==> src/design/metropolis_accept_with_cooling_unit_defines.svh <==
// Assertion macros shared by the metropolis acceptance unit.
`ifndef METROPOLIS_ACCEPT_WITH_COOLING_UNIT_DEFINES_SVH
`define METROPOLIS_ACCEPT_WITH_COOLING_UNIT_DEFINES_SVH
// Implication checked on every clock edge outside reset.
`define MAC_ASSERT_IMP(label, clk, rst_n, ante, cons, msg) \
  label: assert property (@(posedge clk) disable iff (!rst_n) (ante) |-> (cons)) \
    else $error(msg);
// Implication whose consequent is checked in the cycle after the antecedent.
`define MAC_ASSERT_NEXT(label, clk, rst_n, ante, cons, msg) \
  label: assert property (@(posedge clk) disable iff (!rst_n) (ante) |=> (cons)) \
    else $error(msg);
`endif

==> src/design/mac_pkg.sv <==
// ----------------------------------------------------------------------------
// mac_pkg
// Types and constants of the metropolis acceptance unit.
// ----------------------------------------------------------------------------
`default_nettype none
package mac_pkg;
  localparam logic [1:0] REG_START_TEMP = 2'd0;
  localparam logic [1:0] REG_COOL_FACTOR = 2'd1;
  localparam logic [1:0] REG_COOL_PERIOD = 2'd2;
  localparam logic [31:0] START_TEMP_RST = 32'd6553600;
  localparam logic [15:0] COOL_FACTOR_RST = 16'd62259;
  localparam logic [15:0] COOL_PERIOD_RST = 16'd100;
  localparam logic [16:0] LOG2E_Q16 = 17'd94548;
  localparam logic [16:0] PROB_ONE = 17'd65536;

  typedef struct packed {
    logic load;
    logic div_step;
    logic mul_log;
    logic interp;
    logic finish;
  } mac_cmd_t;

  typedef struct packed {
    logic div_done;
  } mac_sts_t;
endpackage
`default_nettype wire

==> src/design/mac_ctrl.sv <==
// ----------------------------------------------------------------------------
// mac_ctrl
// Sequencer for one item: load, divide, log2e scaling, interpolation, output.
// ----------------------------------------------------------------------------
`default_nettype none
module mac_ctrl
  import mac_pkg::*;
(
  input  wire       clk_i,
  input  wire       rst_ni,
  input  wire       in_valid_i,
  output logic      in_ready_o,
  output logic      out_valid_o,
  input  wire       out_ready_i,
  input  mac_sts_t  sts_i,
  output mac_cmd_t  cmd_o
);
  typedef enum logic [5:0] {
    S_IDLE = 6'b000001, S_DIV = 6'b000010, S_MUL = 6'b000100,
    S_INT = 6'b001000, S_FIN = 6'b010000, S_OUT = 6'b100000
  } state_e;
  state_e state_q, state_d;

  always_comb begin
    state_d = state_q;
    cmd_o = '0;
    in_ready_o = 1'b0;
    out_valid_o = 1'b0;
    unique case (state_q)
      S_IDLE: begin
        in_ready_o = 1'b1;
        if (in_valid_i) begin
          cmd_o.load = 1'b1;
          state_d = S_DIV;
        end
      end
      S_DIV: begin
        cmd_o.div_step = 1'b1;
        if (sts_i.div_done) state_d = S_MUL;
      end
      S_MUL: begin
        cmd_o.mul_log = 1'b1;
        state_d = S_INT;
      end
      S_INT: begin
        cmd_o.interp = 1'b1;
        state_d = S_FIN;
      end
      S_FIN: begin
        cmd_o.finish = 1'b1;
        state_d = S_OUT;
      end
      S_OUT: begin
        out_valid_o = 1'b1;
        if (out_ready_i) state_d = S_IDLE;
      end
      default: state_d = S_IDLE;
    endcase
  end

  always_ff @(posedge clk_i or negedge rst_ni) begin
    if (!rst_ni) state_q <= S_IDLE;
    else state_q <= state_d;
  end

`include "metropolis_accept_with_cooling_unit_defines.svh"
  `MAC_ASSERT_IMP(a_oh, clk_i, rst_ni, 1'b1, $onehot(state_q), "state not one-hot")
  `MAC_ASSERT_NEXT(a_ld, clk_i, rst_ni, cmd_o.load, state_q == S_DIV, "load did not divide")
  `MAC_ASSERT_IMP(a_rv, clk_i, rst_ni, out_valid_o, !in_ready_o, "accept while holding")
endmodule
`default_nettype wire

==> config.mk <==
export PLATFORM = sky130hd
export DESIGN_NAME = mac_ctrl
export DESIGN_NICKNAME = d
export VERILOG_FILES = /design/src/design/mac_pkg.sv /design/src/design/mac_ctrl.sv
export VERILOG_INCLUDE_DIRS = /design/src /design/src/design
export SDC_FILE = /design/constraint.sdc
export NUM_CORES = 1
export LEC_CHECK = 0
export ABC_AREA = 0
export BUFFER_PORTS_ARGS = -buffer_cell sky130_fd_sc_hd__buf_4
export CORE_AREA = 2 2 39 41
export DETAILED_ROUTE_END_ITERATION = 6
export DIE_AREA = 0 0 41 43
export PLACE_DENSITY = 0.51
export SLEW_MARGIN = 20
export SYNTH_ARGS = -nofsm -noshare
export SYNTH_HDL_FRONTEND = slang
export SYNTH_SLANG_ARGS = --single-unit
==> constraint.sdc <==
create_clock -name clk_i -period 1.65 [get_ports clk_i]
set_input_delay 0.2475 -clock clk_i [delete_from_list [all_inputs] [get_ports clk_i]]
set_output_delay 0.2475 -clock clk_i [all_outputs]
set_load 0.02 [all_outputs]
=== Word level (Yosys, flattened, before mapping) ===
Index checks and enable logic that the tools add are counted.

* Bits in registers: 6
* Word-level logic and storage cells: 23
* Input bits: 5
* Output and inout port bits: 7

* Reduce and logical (&&, ||, !) cells: 1
* Mux-type cells: 12
* Equality and inequality tests: 9

{| class="wikitable"
|+ Operators with widths
! operator !! count
|-
| $pmux 6 s6 || 1
|-
| $mux 6 || 3
|-
| $mux 1 || 8
|-
| $eq 6x1->1 const B || 1
|-
| $eq 6x2->1 const B || 1
|-
| $eq 6x3->1 const B || 1
|-
| $eq 6x4->1 const B || 1
|-
| $eq 6x5->1 const B || 1
|-
| $eq 6x6->1 const B || 1
|-
| $ne 2x2->1 const B || 3
|-
| $reduce_and 3->1 || 1
|}

=== Longest topological paths before layout ===
* Word-level depth: 3
* Depth in mapped cells: 4
* Gate-level depth less buffers: 3

=== Worst setup path before layout ===
Ideal clock, no wire load.

* Path type: flip-flop to output port
* Start point: register state_q[5]
* End point: output in_ready_o
* Buffers on the path: 1
* Stages on the path, launching flop included: 4
* Data required time: 1.402 ns
* Setup slack: -0.093 ns
* Arrival: 1.496 ns
* Path through: dfrtp_1 > buf_6 > or4_4 > nor3_1

* Cells in the longest elaborated chain, start to end: 2

{| class="wikitable"
|+ Ends and longest elaborated chain
! item !! line !! RTL
|-
| start: declaration || mac_ctrl.sv:22 || <nowiki>state_e state_q, state_d;</nowiki>
|-
| start signal: assignment || mac_ctrl.sv:63 || <nowiki>else state_q <= state_d;</nowiki>
|-
| $eq 6x1->1 || mac_ctrl.sv:29 || <nowiki>unique case (state_q)</nowiki>
|-
| $mux 1 || mac_ctrl.sv:29 ||
|-
| end: declaration || mac_ctrl.sv:12 || <nowiki>output logic in_ready_o,</nowiki>
|}

Every way passes these cells.

==> out/metrics.csv <==
metric,value,unit
status,finished with violations,
Vias/cell,4.78,
crit-path max cell delay,580,ps
Tot GR Track Use,0.143,
largest registers,state_q x6,
die height,43,um
CP Capture Type,output pin,
antenna fix cells,0,
RSZ-0062 raised after global routing,true,
initial antenna violation count,0,
Mapped Area,417,sq um
die area,1760,sq um
final count of negative-setup-slack endpoints,3,
dpl hpwl,771,um
Crit-path slowest cell,or4_4,
crit path kind,register to output pin,
clock latency on the worst-skew pair,250,ps
Setup crit start kind,register,
final WL,987,um
final-stage net count,70,
FP Rows,14,
average cell area after synthesis,9.06,sq um
violated checks,setup timing,
area share of the largest cell type after synthesis,0.300,
post-synthesis cell count,46,
GP Congestion,0.703,
GRT Residual Overflow,0,
HP Class,primary input to register,
Max-Cap Viols,0,
count of cell types in the netlist,25,
Final WS setup,-156,ps
Slew @ Worst Pin,234,ps
# IOs,12,
initial drt markers,3,
CTS Sinks,6,
routed len/inst,12.3,um
clk slew on worst S/H paths,50,ps
Starting Density,0.301,
Largest Register,state_q,
Post-Route Setup TNS,-344,ps
Synth top cells by count,"5 x dfrtp_1, 5 x nor2_1, 4 x nand2b_1, 4 x nor3_1, 4 x nor3b_1",
Tmin final,1810,ps
core box area,1380,sq um
drt pass-1 iters,3,
Root Buffer,clkbuf_4,
first-pass GRT wire length,1610,um
final hold violations,0,
critical path arrival,1560,ps
Critical Path Fanout Max,3,
ys async rst share,1.00,
max_slew headroom,0.843,
P_leak,0.303,nW
clk buf depth,2,
Final period util,1.09,
WP data required,1400,ps
CTS tree,built,
ANT nets after route,0,
"EDFF count, synth",0,
crit path cell chain,or4_4 -> nor4_4 -> buf_4,
"flops & latches, synth",6,
H-Tree Depth,1,
Max Clk Rate,554,MHz
area grow syn2layout,45.0,%
clk_skew,4.05,ps
Vias,382,
placed insts,75,
die width,41,um
share of layout cells above drive strength 1,0.484,
max reg flops,6,
TritonCTS buffer count,3,
Post-Place Setup Slack,105,ps
Max Slew Vio Count,0,
post-synth top area cell,dfrtp_1,
syn nets,51,
I/O Buffers,11,
pwr/cell area,1240,nW/um^2
register area share after synthesis,0.363,
VDD IR max,0.396,mV
Filler cells,142,
DRC,0,
yosys warns,0,
Synth Flop Type,dfrtp_1,
Synth area leaders,"dfrtp_1 30%, nor3b_1 7.2%, dfstp_2 6.3%",
Final Non-Filler Cells,80,
largest net degree at the start of global routing,10,
number of global-route vias before repair,389,
-- worst max-delay path: cells and delay by family, from the launching register on --
kind                   cells  cell delay (ps)
and+or+nand+nor            2              760
DFF                        1              370
buffers and inverters      1              190
-- cell usage in the layout (no fill, tap or decap) --
cell type	count
a21o_1	1
a21oi_1	1
a311oi_1	1
and2_1	1
and3_1	1
buf_4	17
clkbuf_1	1
clkbuf_4	3
dfrtp_1	5
dfstp_2	1
dlygate4sd3_1	1
inv_1	2
mux2i_1	1
nand2_1	1
nand2_2	1
nand2b_1	4
nor2_1	3
nor2_2	3
nor3_1	2
nor3_2	2
nor3b_1	2
nor3b_2	2
nor4_4	1
o211a_1	2
o21a_1	1
o21ai_0	1
or3b_1	1
or4_4	1
xor2_1	1
-- repair_timing --
| action | in CTS | in global routing |
|---|---|---|
| gates resized for setup | 0 | 6 |
| setup buffers | 0 | 0 |
| endpoints found under the setup margin | 3 | 6 |
| hold endpoints to repair | 6 | 0 |
| hold buffers | 1 | 0 |
| pin swaps | 0 | 2 |
-- area by class of cell --
type	instances	area, sq um	area share
flip-flops and latches	6	151	0.251
clock buffers	4	26.3	0.0435
inverters	2	7.51	0.0124
repair buffers	18	138	0.228
multi-input cells	34	262	0.433
well taps	16	20.0	0.0331
-- per-layer routing --
layer | GRT usage | up-vias | share of wire
li1 | - | 196 | -
met1 | 0.159 | 171 | 0.45
met2 | 0.209 | 13 | 0.47
met3 | 0.0628 | 2 | 0.067
met4 | 0.0933 | 0 | 0.0091
met5 | 0 | - | 0
-- power by group --
group / internal [mW] / switching [mW] / total (mW)
combinational: 0.175 / 0.212 / 0.387
sequential: 0.184 / 0.0282 / 0.212
clock: 0.0919 / 0.0584 / 0.150
-- final timing paths --
| path | start | end | slack [ps] | cells past startpoint |
|---|---|---|---|---|
| worst max-delay path | state_q[4] | cmd_o[4] | -160 | 3 |
| worst min-delay path | sts_i | state_q[2] | 230 | 2 |
| worst max register to register | state_q[5] | state_q[1] | 350 | 4 |
| worst min register to register | state_q[1] | state_q[5] | 590 | 3 |
| max in group asynchronous | rst_ni | state_q[0] | 1110 | 2 |
| min in group asynchronous | rst_ni | state_q[3] | 340 | 2 |
-- metrics by stage --
step / cell area [sq um] / hold WS (ps) / utilization / total power [mW]
after floorplan: 422 / -48.1 / - / 0.457
after global placement: 546 / 56.8 / 0.394 / 0.587
after detailed placement: 546 / 55.9 / 0.394 / 0.586
after CTS: 582 / 232 / 0.420 / 0.737
after global routing: 604 / 239 / 0.437 / 0.801
final: 604 / 230 / 0.437 / 0.749
-- logic make-up after synthesis --
family / after synthesis / synth area share
xor gates and xnor gates: 1 / 0.0210
buffers and inverters: 6 / 0.0751
and+or+nand+nor: 25 / 0.387
AOI/OAI and AO/OA: 7 / 0.129
DFF: 6 / 0.363
muxes: 1 / 0.0240
Note: power is estimated with default switching activity, not from simulation.
